File: config.mk
export PLATFORM = sky130hd
export DESIGN_NAME = piecewise_linear_curve_map_flat
export DESIGN_NICKNAME = d
export VERILOG_FILES = /design/src/hdl/pwlcm_pkg.sv /design/src/hdl/pwlcm_ifs.sv /design/src/hdl/piecewise_linear_curve_map.sv /design/src/flat_wrapper.sv
export SDC_FILE = /design/constraint.sdc
export NUM_CORES = 2
export LEC_CHECK = 0
export BUFFER_PORTS_ARGS = -buffer_cell sky130_fd_sc_hd__buf_2
export CORE_MARGIN = 2
export CORE_UTILIZATION = 43
export DETAILED_ROUTE_END_ITERATION = 10
export GPL_TIMING_DRIVEN = 0
export PLACE_DENSITY = 0.54
export RECOVER_POWER = 50
export SYNTH_ARGS = -nofsm -noshare
export SYNTH_HDL_FRONTEND = slang
export SYNTH_SLANG_ARGS = --single-unit
File: constraint.sdc
create_clock -name clk -period 9.4 [get_ports clk]
set_input_delay 0.94 -clock clk [delete_from_list [all_inputs] [get_ports clk]]
set_output_delay 0.94 -clock clk [all_outputs]
set_load 0.01 [all_outputs]
File: src/hdl/pwlcm_pkg.sv
// Shared types, codes and widths of the piecewise-linear curve map.
`default_nettype none
package pwlcm_pkg;

  // Widths of the item fields.
  localparam int COORD_W  = 16;
  localparam int KIND_W   = 2;
  localparam int PIDX_W   = 4;
  localparam int CNT_W    = 5;
  localparam int STATUS_W = 2;

  // Widths of the stored slope and offset words.
  localparam int SLOPE_W  = 40;
  localparam int OFFSET_W = 40;

  // Default configuration of the top level.
  localparam int MAX_POINTS_DEF = 16;
  localparam int FRAC_BITS_DEF  = 16;

  // Item kinds.
  localparam logic [KIND_W-1:0] KIND_LOAD = 2'd0;
  localparam logic [KIND_W-1:0] KIND_PREP = 2'd1;
  localparam logic [KIND_W-1:0] KIND_EVAL = 2'd2;
  localparam logic [KIND_W-1:0] KIND_NONE = 2'd3;

  // Result status codes.
  localparam logic [STATUS_W-1:0] STATUS_OK    = 2'd0;
  localparam logic [STATUS_W-1:0] STATUS_FEW   = 2'd1;
  localparam logic [STATUS_W-1:0] STATUS_ORDER = 2'd2;
  localparam logic [STATUS_W-1:0] STATUS_BAD   = 2'd3;

endpackage
`default_nettype wire

File: src/hdl/pwlcm_ifs.sv
// Channel interfaces of the piecewise-linear curve map.
`default_nettype none
interface pwlcm_sample_if;
  import pwlcm_pkg::*;
  logic                       valid;
  logic                       ready;
  logic [KIND_W-1:0]          kind;
  logic [PIDX_W-1:0]          point_index;
  logic signed [COORD_W-1:0]  point_x;
  logic signed [COORD_W-1:0]  point_y;
  logic signed [COORD_W-1:0]  sample_in;
  modport source (output valid, kind, point_index, point_x, point_y, sample_in, input ready);
  modport sink (input valid, kind, point_index, point_x, point_y, sample_in, output ready);
endinterface

interface pwlcm_result_if;
  import pwlcm_pkg::*;
  logic                       valid;
  logic                       ready;
  logic signed [COORD_W-1:0]  mapped_value;
  logic [STATUS_W-1:0]        status;
  modport source (output valid, mapped_value, status, input ready);
  modport sink (input valid, mapped_value, status, output ready);
endinterface

interface pwlcm_cfg_if;
  import pwlcm_pkg::*;
  logic              valid;
  logic              ready;
  logic [CNT_W-1:0]  point_count;
  modport source (output valid, point_count, input ready);
  modport sink (input valid, point_count, output ready);
endinterface
`default_nettype wire

File: src/hdl/piecewise_linear_curve_map.sv
// Piecewise-linear curve map: breakpoint table, slope preparation and sample evaluation.
//
//   Channel   Dir  Carries
//   sample    in   kind, point_index, point_x, point_y, sample_in
//   result    out  mapped_value, status
//   cfg       in   point_count
//
// A load writes one breakpoint into the tables. An evaluate runs a segment search
// that reads breakpoints through the registered memory port, then a shift-add multiply.
// A prepare runs an order check over the points in use, then for each segment the
// bit-serial divider and the shared shift-add multiplier.
// Reset clears the sequencer, the result valid flag and point_count; tables are not cleared.
// The sample channel is ready only in the idle state; a result waits in its output
// register while the next item is taken, and the sequencer stalls at its end until it drains.
`default_nettype none
module piecewise_linear_curve_map #(
  parameter int MAX_POINTS = pwlcm_pkg::MAX_POINTS_DEF,
  parameter int FRAC_BITS  = pwlcm_pkg::FRAC_BITS_DEF
) (
  input  logic                  clk,
  input  logic                  rst,
  pwlcm_sample_if.sink          sample,
  pwlcm_result_if.source        result,
  pwlcm_cfg_if.sink             cfg
);
  import pwlcm_pkg::*;

  localparam int IW     = (MAX_POINTS > 2) ? $clog2(MAX_POINTS) : 1;
  localparam int CW     = $clog2(MAX_POINTS + 1);
  localparam int DIVW   = COORD_W + FRAC_BITS + 1;
  localparam int BCW    = $clog2(DIVW + 1);
  localparam int PROD_W = SLOPE_W + COORD_W;
  localparam int SUM_W  = PROD_W + 2;
  localparam logic [PROD_W-1:0] HALF = PROD_W'(1) << (FRAC_BITS - 1);

  typedef enum logic [4:0] {
    S_IDLE, S_FIN, S_MUL,
    P_CHK_W0, P_CHK_0, P_CHK_W, P_CHK,
    P_SEG_W0, P_SEG_0, P_SEG_W, P_SEG, P_DIV, P_KSET, P_OFF,
    E_W0, E_0, E_W1, E_1, E_W2, E_2, E_WK, E_K, E_RND, E_ADD
  } state_t;

  state_t state;

  // Breakpoint, slope and offset memories with registered read data.
  logic signed [COORD_W-1:0]  x_mem [MAX_POINTS];
  logic signed [COORD_W-1:0]  y_mem [MAX_POINTS];
  logic signed [SLOPE_W-1:0]  k_mem [MAX_POINTS];
  logic signed [OFFSET_W-1:0] d_mem [MAX_POINTS];
  logic signed [COORD_W-1:0]  x_rd, y_rd;
  logic signed [SLOPE_W-1:0]  k_rd;
  logic signed [OFFSET_W-1:0] d_rd;

  logic [CNT_W-1:0]           point_count;
  logic [IW-1:0]              addr;
  logic [IW-1:0]              seg;
  logic [CW-1:0]              idx;
  logic [CW-1:0]              cnt;
  logic                       bad;
  logic                       is_eval;
  logic signed [COORD_W-1:0]  xs;
  logic signed [COORD_W-1:0]  x0r, y0r, x1r, y1r;
  logic                       sgn;
  logic [COORD_W-1:0]         dvs;
  logic [DIVW-1:0]            num;
  logic [COORD_W-1:0]         rem;
  logic [BCW-1:0]             bcnt;
  logic signed [SLOPE_W-1:0]  kreg;
  logic [SLOPE_W-1:0]         mcand;
  logic [COORD_W-1:0]         mplier;
  logic [PROD_W-1:0]          acc;
  logic                       msgn;
  logic signed [OFFSET_W-1:0] dreg;
  logic signed [PROD_W:0]     treg;
  logic                       out_valid;
  logic signed [COORD_W-1:0]  out_value;
  logic [STATUS_W-1:0]        out_status;
  logic signed [COORD_W-1:0]  res_value;
  logic [STATUS_W-1:0]        res_status;

  logic                       in_fire;
  logic [CW-1:0]              n_act;
  logic                       ld_we;
  logic                       kd_we;
  logic signed [COORD_W:0]    dy, dx;
  logic [COORD_W-1:0]         dy_mag;
  logic [COORD_W:0]           trial;
  logic                       trial_ge;
  logic [PROD_W-1:0]          q_off;
  logic signed [OFFSET_W-1:0] d_wr;
  logic signed [PROD_W:0]     prod_s;
  logic signed [SUM_W-1:0]    sum;

  assign sample.ready       = (state == S_IDLE);
  assign in_fire            = sample.valid && sample.ready;
  assign cfg.ready          = 1'b1;
  assign result.valid       = out_valid;
  assign result.mapped_value = out_value;
  assign result.status      = out_status;

  // Points in use, limited to the table depth.
  assign n_act = (32'(point_count) > MAX_POINTS) ? CW'(MAX_POINTS) : CW'(point_count);

  assign ld_we = in_fire && (sample.kind == KIND_LOAD) &&
                 (32'(sample.point_index) < MAX_POINTS);
  assign kd_we = (state == P_OFF);

  // Segment deltas and the divider's compare-subtract step.
  assign dy       = (COORD_W+1)'(y_rd) - (COORD_W+1)'(y0r);
  assign dx       = (COORD_W+1)'(x_rd) - (COORD_W+1)'(x0r);
  assign dy_mag   = dy[COORD_W] ? COORD_W'(-dy) : COORD_W'(dy);
  assign trial    = {rem, num[DIVW-1]};
  assign trial_ge = (trial >= {1'b0, dvs});

  // Offset rounding: magnitude rounded half away from zero, then signed.
  assign q_off = (acc + HALF) >> FRAC_BITS;
  assign d_wr  = OFFSET_W'(y0r) - (msgn ? -OFFSET_W'(q_off) : OFFSET_W'(q_off));

  // Signed product and final sum for an evaluate.
  assign prod_s = msgn ? -$signed({1'b0, acc}) : $signed({1'b0, acc});
  assign sum    = SUM_W'(treg) + SUM_W'(dreg);

  // Breakpoint memories.
  always_ff @(posedge clk) begin
    if (ld_we) begin
      x_mem[IW'(sample.point_index)] <= sample.point_x;
      y_mem[IW'(sample.point_index)] <= sample.point_y;
    end
    x_rd <= x_mem[addr];
    y_rd <= y_mem[addr];
  end

  // Slope and offset memories.
  always_ff @(posedge clk) begin
    if (kd_we) begin
      k_mem[seg] <= kreg;
      d_mem[seg] <= d_wr;
    end
    k_rd <= k_mem[addr];
    d_rd <= d_mem[addr];
  end

  // Configuration register.
  always_ff @(posedge clk) begin
    if (rst) begin
      point_count <= '0;
    end else if (cfg.valid && cfg.ready) begin
      point_count <= cfg.point_count;
    end
  end

  // Sequencer and datapath registers.
  always_ff @(posedge clk) begin
    if (rst) begin
      state     <= S_IDLE;
      out_valid <= 1'b0;
    end else begin
      // The output register fills from the end state or empties on a transfer.
      if (state == S_FIN && (!out_valid || result.ready)) begin
        out_valid <= 1'b1;
      end else if (out_valid && result.ready) begin
        out_valid <= 1'b0;
      end
      unique case (state)
        S_IDLE: begin
          if (in_fire) begin
            cnt        <= n_act;
            xs         <= sample.sample_in;
            addr       <= '0;
            res_value  <= '0;
            res_status <= STATUS_OK;
            state      <= S_FIN;
            if (sample.kind == KIND_PREP || sample.kind == KIND_EVAL) begin
              if (n_act < CW'(2)) begin
                res_status <= STATUS_FEW;
              end else if (sample.kind == KIND_PREP) begin
                state <= P_CHK_W0;
              end else begin
                state <= E_W0;
              end
            end
          end
        end

        // Order check over all points in use.
        P_CHK_W0: state <= P_CHK_0;
        P_CHK_0: begin
          x0r   <= x_rd;
          bad   <= 1'b0;
          idx   <= CW'(1);
          addr  <= IW'(1);
          state <= P_CHK_W;
        end
        P_CHK_W: state <= P_CHK;
        P_CHK: begin
          x0r <= x_rd;
          if (idx == cnt - CW'(1)) begin
            if (bad || (x_rd <= x0r)) begin
              res_status <= STATUS_ORDER;
              state      <= S_FIN;
            end else begin
              addr  <= '0;
              state <= P_SEG_W0;
            end
          end else begin
            bad   <= bad || (x_rd <= x0r);
            idx   <= idx + CW'(1);
            addr  <= IW'(idx + CW'(1));
            state <= P_CHK_W;
          end
        end

        // Slope and offset for each segment.
        P_SEG_W0: state <= P_SEG_0;
        P_SEG_0: begin
          x0r   <= x_rd;
          y0r   <= y_rd;
          seg   <= '0;
          addr  <= IW'(1);
          state <= P_SEG_W;
        end
        P_SEG_W: state <= P_SEG;
        P_SEG: begin
          x1r   <= x_rd;
          y1r   <= y_rd;
          sgn   <= dy[COORD_W];
          dvs   <= dx[COORD_W-1:0];
          num   <= (DIVW'(dy_mag) << FRAC_BITS) + DIVW'(dx[COORD_W-1:1]);
          rem   <= '0;
          bcnt  <= BCW'(DIVW);
          state <= P_DIV;
        end
        P_DIV: begin
          rem  <= trial_ge ? COORD_W'(trial - {1'b0, dvs}) : trial[COORD_W-1:0];
          num  <= {num[DIVW-2:0], trial_ge};
          bcnt <= bcnt - BCW'(1);
          if (bcnt == BCW'(1)) begin
            state <= P_KSET;
          end
        end
        P_KSET: begin
          kreg    <= sgn ? -SLOPE_W'(num) : SLOPE_W'(num);
          mcand   <= SLOPE_W'(num);
          mplier  <= x0r[COORD_W-1] ? COORD_W'(-x0r) : COORD_W'(x0r);
          msgn    <= sgn ^ x0r[COORD_W-1];
          acc     <= '0;
          bcnt    <= BCW'(COORD_W);
          is_eval <= 1'b0;
          state   <= S_MUL;
        end
        P_OFF: begin
          if (CW'(seg) + CW'(2) == cnt) begin
            state <= S_FIN;
          end else begin
            x0r   <= x1r;
            y0r   <= y1r;
            seg   <= seg + IW'(1);
            addr  <= IW'(CW'(seg) + CW'(2));
            state <= P_SEG_W;
          end
        end

        // Shared shift-add multiplier, one multiplier bit per cycle.
        S_MUL: begin
          acc    <= (acc << 1) + (mplier[COORD_W-1] ? PROD_W'(mcand) : '0);
          mplier <= mplier << 1;
          bcnt   <= bcnt - BCW'(1);
          if (bcnt == BCW'(1)) begin
            state <= is_eval ? E_RND : P_OFF;
          end
        end

        // Segment search for an evaluate.
        E_W0: state <= E_0;
        E_0: begin
          if (xs <= x_rd) begin
            addr  <= '0;
            state <= E_WK;
          end else begin
            addr  <= IW'(cnt - CW'(1));
            state <= E_W1;
          end
        end
        E_W1: state <= E_1;
        E_1: begin
          if (xs >= x_rd) begin
            addr  <= IW'(cnt - CW'(2));
            state <= E_WK;
          end else begin
            idx   <= CW'(1);
            addr  <= IW'(1);
            state <= E_W2;
          end
        end
        E_W2: state <= E_2;
        E_2: begin
          if ((x_rd > xs) || (idx == cnt - CW'(1))) begin
            addr  <= IW'(idx - CW'(1));
            state <= E_WK;
          end else begin
            idx   <= idx + CW'(1);
            addr  <= IW'(idx + CW'(1));
            state <= E_W2;
          end
        end
        E_WK: state <= E_K;
        E_K: begin
          dreg    <= d_rd;
          mcand   <= k_rd[SLOPE_W-1] ? SLOPE_W'(-k_rd) : SLOPE_W'(k_rd);
          mplier  <= xs[COORD_W-1] ? COORD_W'(-xs) : COORD_W'(xs);
          msgn    <= k_rd[SLOPE_W-1] ^ xs[COORD_W-1];
          acc     <= '0;
          bcnt    <= BCW'(COORD_W);
          is_eval <= 1'b1;
          state   <= S_MUL;
        end
        E_RND: begin
          treg  <= (prod_s + $signed({1'b0, HALF})) >>> FRAC_BITS;
          state <= E_ADD;
        end
        E_ADD: begin
          if (sum > SUM_W'(32767)) begin
            res_value <= 16'sh7fff;
          end else if (sum < -SUM_W'(32768)) begin
            res_value <= 16'sh8000;
          end else begin
            res_value <= COORD_W'(sum);
          end
          state <= S_FIN;
        end

        // Hand the result to the output register once it is free.
        S_FIN: begin
          if (!out_valid || result.ready) begin
            out_value  <= res_value;
            out_status <= res_status;
            state      <= S_IDLE;
          end
        end
        default: state <= S_IDLE;
      endcase
    end
  end

endmodule
`default_nettype wire

File: src/flat_wrapper.sv
// flat-port wrapper written by rule: the top's interface ports become plain ports
module piecewise_linear_curve_map_flat import pwlcm_pkg::*;
#(
  parameter int MAX_POINTS = pwlcm_pkg::MAX_POINTS_DEF,
  parameter int FRAC_BITS  = pwlcm_pkg::FRAC_BITS_DEF
)
  (clk, rst, sample_valid, sample_kind, sample_point_index, sample_point_x, sample_point_y, sample_sample_in, sample_ready, result_valid, result_mapped_value, result_status, result_ready, cfg_valid, cfg_point_count, cfg_ready);
  pwlcm_sample_if sample_i ();
  pwlcm_result_if result_i ();
  pwlcm_cfg_if cfg_i ();
  input  logic clk;
  input  logic rst;
  input wire logic [$bits(sample_i.valid)-1:0] sample_valid;
  input wire logic [$bits(sample_i.kind)-1:0] sample_kind;
  input wire logic [$bits(sample_i.point_index)-1:0] sample_point_index;
  input wire logic [$bits(sample_i.point_x)-1:0] sample_point_x;
  input wire logic [$bits(sample_i.point_y)-1:0] sample_point_y;
  input wire logic [$bits(sample_i.sample_in)-1:0] sample_sample_in;
  output wire logic [$bits(sample_i.ready)-1:0] sample_ready;
  output wire logic [$bits(result_i.valid)-1:0] result_valid;
  output wire logic [$bits(result_i.mapped_value)-1:0] result_mapped_value;
  output wire logic [$bits(result_i.status)-1:0] result_status;
  input wire logic [$bits(result_i.ready)-1:0] result_ready;
  input wire logic [$bits(cfg_i.valid)-1:0] cfg_valid;
  input wire logic [$bits(cfg_i.point_count)-1:0] cfg_point_count;
  output wire logic [$bits(cfg_i.ready)-1:0] cfg_ready;
  assign sample_i.valid = sample_valid;
  assign sample_i.kind = sample_kind;
  assign sample_i.point_index = sample_point_index;
  assign sample_i.point_x = sample_point_x;
  assign sample_i.point_y = sample_point_y;
  assign sample_i.sample_in = sample_sample_in;
  assign sample_ready = sample_i.ready;
  assign result_valid = result_i.valid;
  assign result_mapped_value = result_i.mapped_value;
  assign result_status = result_i.status;
  assign result_i.ready = result_ready;
  assign cfg_i.valid = cfg_valid;
  assign cfg_i.point_count = cfg_point_count;
  assign cfg_ready = cfg_i.ready;
  piecewise_linear_curve_map #(.MAX_POINTS(MAX_POINTS), .FRAC_BITS(FRAC_BITS)) u_core (.clk(clk), .rst(rst), .sample(sample_i), .result(result_i), .cfg(cfg_i));
endmodule
# Word level (Yosys, flattened, before mapping)
# Memory sizes are Yosys's and may differ from the RTL's. A register that Yosys moved wholly into a read port is not among the register bits.
# Cells that the tools add are included.
# Widths: inputs -> output; s select.
# totals
ff_bits	453
mem_bits_rw	1792
elab_cells	225
mem_count	4
# mem_list
name	words	width	read_ports	rd_ports_with_merged_regs	wr	line_no	rtl
u_core.d_mem	16	40	1	1	1	piecewise_linear_curve_map.sv:49	logic signed [OFFSET_W-1:0] d_mem [MAX_POINTS];
u_core.k_mem	16	40	1	1	1	piecewise_linear_curve_map.sv:48	logic signed [SLOPE_W-1:0] k_mem [MAX_POINTS];
u_core.x_mem	16	16	1	1	1	piecewise_linear_curve_map.sv:46	logic signed [COORD_W-1:0] x_mem [MAX_POINTS];
u_core.y_mem	16	16	1	1	1	piecewise_linear_curve_map.sv:47	logic signed [COORD_W-1:0] y_mem [MAX_POINTS];
# classes
n_addsub	23
magnitude_cmp	9
eq_ne	39
n_mux	69
bitwise_logic	3
reduce_logical	47
# ops
cell	count
$mux 16	9
$pmux 16 s2	4
$mux 40	3
$pmux 5 s23	1
$pmux 56 s2	1
$neg 40->40	2
$pmux 40 s2	1
$pmux 33 s2	1
$gt 58x16->1 const B	1
$lt 58x16->1 const B	1
$add 57x17->57 const B	1
$mux 57	1
$neg 56->57	1
$add 56x16->56 const B	1
$add 56x56->56	1
$mux 5	11
$neg 16->16	3
$pmux 16 s3	1
$add 41x40->42	1
$eq 5x4->1 const B	8
$eq 5x5->1 const B	8
$mux 4	10
$neg 33->40	1
$sub 40x40->40	1
53 further kinds	117

# Depth between registers and ports, before layout
# depth
depth_word	7
depth_mapped	25

# Worst setup path before layout
# No wires, ideal clock.
# synth_path
path_type	register -> register
startpoint	register u_core.state[1]
endpoint	memory u_core.d_mem[3][0], enable pin
arrival_time_ns	6.900
t_required_ns	8.784
setup_slack_ns	1.884
stages_incl_launch_ff	8
n_path_buf	2
period_less_slack_ns	7.516
path_cell_list	dfxtp_1 inv_1 clkbuf_1 nand2_1 nor3_1 clkbuf_1 nand2_1 nor3_1
# synth_between
elab_chain_cells	3
# synth_rtl
item	line_no	rtl
from (decl)	piecewise_linear_curve_map.sv:43	state_t state;
from (signal assigned)	piecewise_linear_curve_map.sv:269	state <= is_eval ? E_RND : P_OFF;
$eq 5x4->1	piecewise_linear_curve_map.sv:106	assign kd_we = (state == P_OFF);
$mux 1	piecewise_linear_curve_map.sv:135	if (kd_we) begin
$mux 1 (not written as such)	piecewise_linear_curve_map.sv:137	d_mem[seg] <= d_wr;
to (decl)	piecewise_linear_curve_map.sv:49	
# No other way between the ends.

# Worst setup path after layout
# layout_path
startpoint	register u_core.msgn
endpoint	memory u_core.d_mem[6][38] (data pin)
# layout_between
elab_chain_cells	2
# layout_rtl
item	line_no	rtl
from (decl)	piecewise_linear_curve_map.sv:72	logic msgn;
from (signal assigned)	piecewise_linear_curve_map.sv:245	msgn <= sgn ^ x0r[COORD_W-1];
from (signal assigned)	piecewise_linear_curve_map.sv:311	msgn <= k_rd[SLOPE_W-1] ^ xs[COORD_W-1];
$mux 40	piecewise_linear_curve_map.sv:117	assign d_wr = OFFSET_W'(y0r) - (msgn ? -OFFSET_W'(q_off) : OFFSET_W'(q_off));
$sub 40x40->40	piecewise_linear_curve_map.sv:117	
via u_core.d_wr[38]	piecewise_linear_curve_map.sv:90	logic signed [OFFSET_W-1:0] d_wr;
# The timed path passes the listed nets, and every way through them passes these cells.

==> run metrics <==
outcome=complete, but fails checks; failing checks=max-capacitance violations, max-slew violations; # resized after CTS=0; Reg clk slew, reported paths=0.06 ns; synthesized flop and latch total=2,357; largest family of logic cells by synthesized area=multiplexers; Critical Path Slowest Stage Cell=clkbuf_1; DIE AREA=242,000 um^2; first-pass GRT wire length=424 mm; worst-case clock buffer depth=4; post-synthesis compound-gate area fraction=0.0550; critical path, cell by cell=clkbuf_1 > clkbuf_1 > clkbuf_1 > clkbuf_1 > clkbuf_1 > clkbuf_1 > nand2_1 > xnor2_1 > ha_1 > a21oi_1 > o211ai_1 > and3_1 > o311a_1 > o21ai_0 > a211o_1 > o21ai_0 > a221o_1 > a2111oi_0 > o21bai_1 > a21oi_1 > xnor2_2; dominant synthesized flop cell=edfxtp_1; static leakage=0.0386 uW; Crit Path Class=flop to flop; Synth Area in Simple Gates=0.0617; warnings from Yosys=0; DRT Pass-1 Iters=8; Yosys cell types=93; final setup fails=0; global route overflow=0; worst vdd ir=179 uV; RSZ-0062 raised after global routing=false; Buf/Inv on CP=6; initial antenna violation count=33; Placeable Area=237,000 um^2; Clock H-tree levels=5; final core area utilization=0.495; initial core utilization=0.432; CTS tree=done; PortBufs=82; mux cell area share after synthesis=0.126; Post-CTS Setup Bufs=0; sequential fraction of the synthesis area=0.679; Die W=492 um; Detail Route Antenna Nets=0; post-synthesis adder-cell area fraction=0.0263; Crit Path Max Fanout=16; DP Area=110,000 um^2; Hold Violations, Final=0; CP required=9.98 ns; total of max-cap violations=34; Slew headroom=-0.783; All-Layer GR Usage=0.244; most frequent cell on the critical path=clkbuf_1; Slowest Stage Delay on Critical Path=0.72 ns; P&R area growth vs syn=14.8%; Via density=5.84; Mean Syn Cell Area=16.5 um^2; WHS=0.180 ns; DRC violations left=0; Mapped Area=102,000 um^2; DRT iter0 DRCs=6,204; post-synthesis cell count=6,205; # rows=179; CTS Root Cell=clkbuf_16; vias in the first global route=58,100; share of cells above drive strength 1=0.168; fillcell total=19,900; final period utilization=0.932; post-synth net total=6,481; skew final=0.0635 ns; Most Crowded Layer GR=met2; met1 Track Usage GR=0.353; WP data arrival=9.33 ns; fin crit period=8.76 ns; hpwl dp=211 mm; # IOs=85; Die Span Y=492 um; wire per inst=29.6 um; GPL Wtd Cong=0.890; crit start category=flop; worst skew pair latency=0.95 ns; global-route track usage on met2=0.386; Via Count=59,000; PD cells=264 nW/um^2; Final Cell Area=118,000 um^2; largest net degree at the start of global routing=43; Post-synth EDFFs=2,234; nets@finish=7,010; CP endpoint kind=flop; Clock Sinks=2,357; XOR/XNOR Fraction of Synth Area=0.0357; post-route setup TNS=0 ns; CTS Buf Count=274; crit-path leading delay family=buffers and inverters; fmax=114 MHz; final WL=299 mm; met3 layer usage reported by global route=0.0400; final critical-path setup slack=0.643 ns; share of flip-flops with an asynchronous set or reset=0; fin. max-slew vios=447; DP Worst Slack=0.565 ns; hold-fix buffers at CTS=0; actual slew at the worst max-slew pin=2.66 ns; HP Class=input pin to flop
-- synthesized netlist by cell type (63+ instances only) --
master	instances	area (um^2)
ha_1	206	2580
nand3_1	85	425
nor2_1	307	1150
and2_1	63	394
nor3_1	94	470
a21oi_1	197	986
mux4_2	560	12600
a21o_1	80	601
clkbuf_1	214	803
xnor2_1	250	2190
edfxtp_1	2234	67100
xor2_1	168	1470
inv_1	172	646
nand2_1	412	1550
o21ai_0	273	1370
dfxtp_1	123	2460
-- cells in the final DEF (no fill, tap or decap), types with 173 or more instances in the layout --
cell,count
ha_1,206
mux4_2,560
a21oi_1,197
clkbuf_16,281
o21ai_0,275
nand2_1,412
edfxtp_1,2234
inv_1,173
clkbuf_1,391
xnor2_1,240
nor2_1,298
-- report_power, final --
| part | internal, uW | leakage [uW] | switching (uW) | total (uW) |
|---|---|---|---|---|
| Sequential | 12700 | 0.0211 | 528 | 13200 |
| Clock | 6000 | 0.00413 | 4160 | 10200 |
| Combinational | 3090 | 0.0134 | 4660 | 7740 |
| Total | 21700 | 0.0386 | 9340 | 31100 |
-- metrics by stage --
stage / total power, uW / cells
global route: 32300 / 10100
finish: 31100 / 10100
global placement: 21000 / 9454
floorplan: 18200 / 6205
CTS: 31300 / 10100
detailed placement: 21200 / 9623
-- layer usage --
layer	wire length, um	part of all wire
met5	125	0.00042
met4	7800	0.026
met3	20400	0.068
met1	131000	0.44
met2	140000	0.47
-- final timing paths --
path	slack, ns	from	depth (start not counted)	end
worst min register to register	0.41	u_core.d_rd[25]$_DFF_P_	0	u_core.dreg[25]$_DFFE_PP_
worst min-delay path	0.18	sample_sample_in[8]	1	u_core.xs[8]$_DFFE_PP_
worst max-delay path	0.64	u_core.msgn$_DFFE_PP_	21	u_core.d_mem[6][38]$_DFFE_PP_
worst max register to register	0.64	u_core.msgn$_DFFE_PP_	21	u_core.d_mem[6][38]$_DFFE_PP_
-- cells by family after synthesis --
kind of cell             count (synthesis)
other                                    1
XOR/XNOR                               418
adder cells (fa/ha/maj)                212
AND/OR/NAND/NOR                       1297
flip-flops                            2357
AO/OA/AOI/OAI                          885
multiplexers                           587
buffers and inverters                  448
-- sequential cells by signal (all words and copies together) (netlist names), 33 cells and up --
| register | cells |
|---|---|
| u_core.x_mem | 256 |
| u_core.acc | 56 |
| u_core.d_mem | 640 |
| u_core.treg | 41 |
| u_core.k_mem | 640 |
| u_core.k_rd | 40 |
| u_core.d_rd | 40 |
| u_core.y_mem | 256 |
| u_core.mcand | 40 |
| u_core.kreg | 40 |
| u_core.dreg | 40 |
| u_core.num | 33 |
-- cell type report --
| type | instances | area [um^2] | area share |
|---|---|---|---|
| Antenna cell | 16 | 40.0 | 0.000341 |
| Buffer | 274 | 1060 | 0.00899 |
| Clock inverter | 105 | 880 | 0.00748 |
| Sequential cell | 2357 | 69500 | 0.591 |
| Inverter | 174 | 653 | 0.00555 |
| Tap cell | 3167 | 3960 | 0.0337 |
| Clock buffer | 365 | 7550 | 0.0642 |
| Multi-Input combinational cell | 3400 | 31400 | 0.267 |
| Timing Repair Buffer | 253 | 2520 | 0.0214 |
No activity file was read; power rests on OpenSTA's default activity.
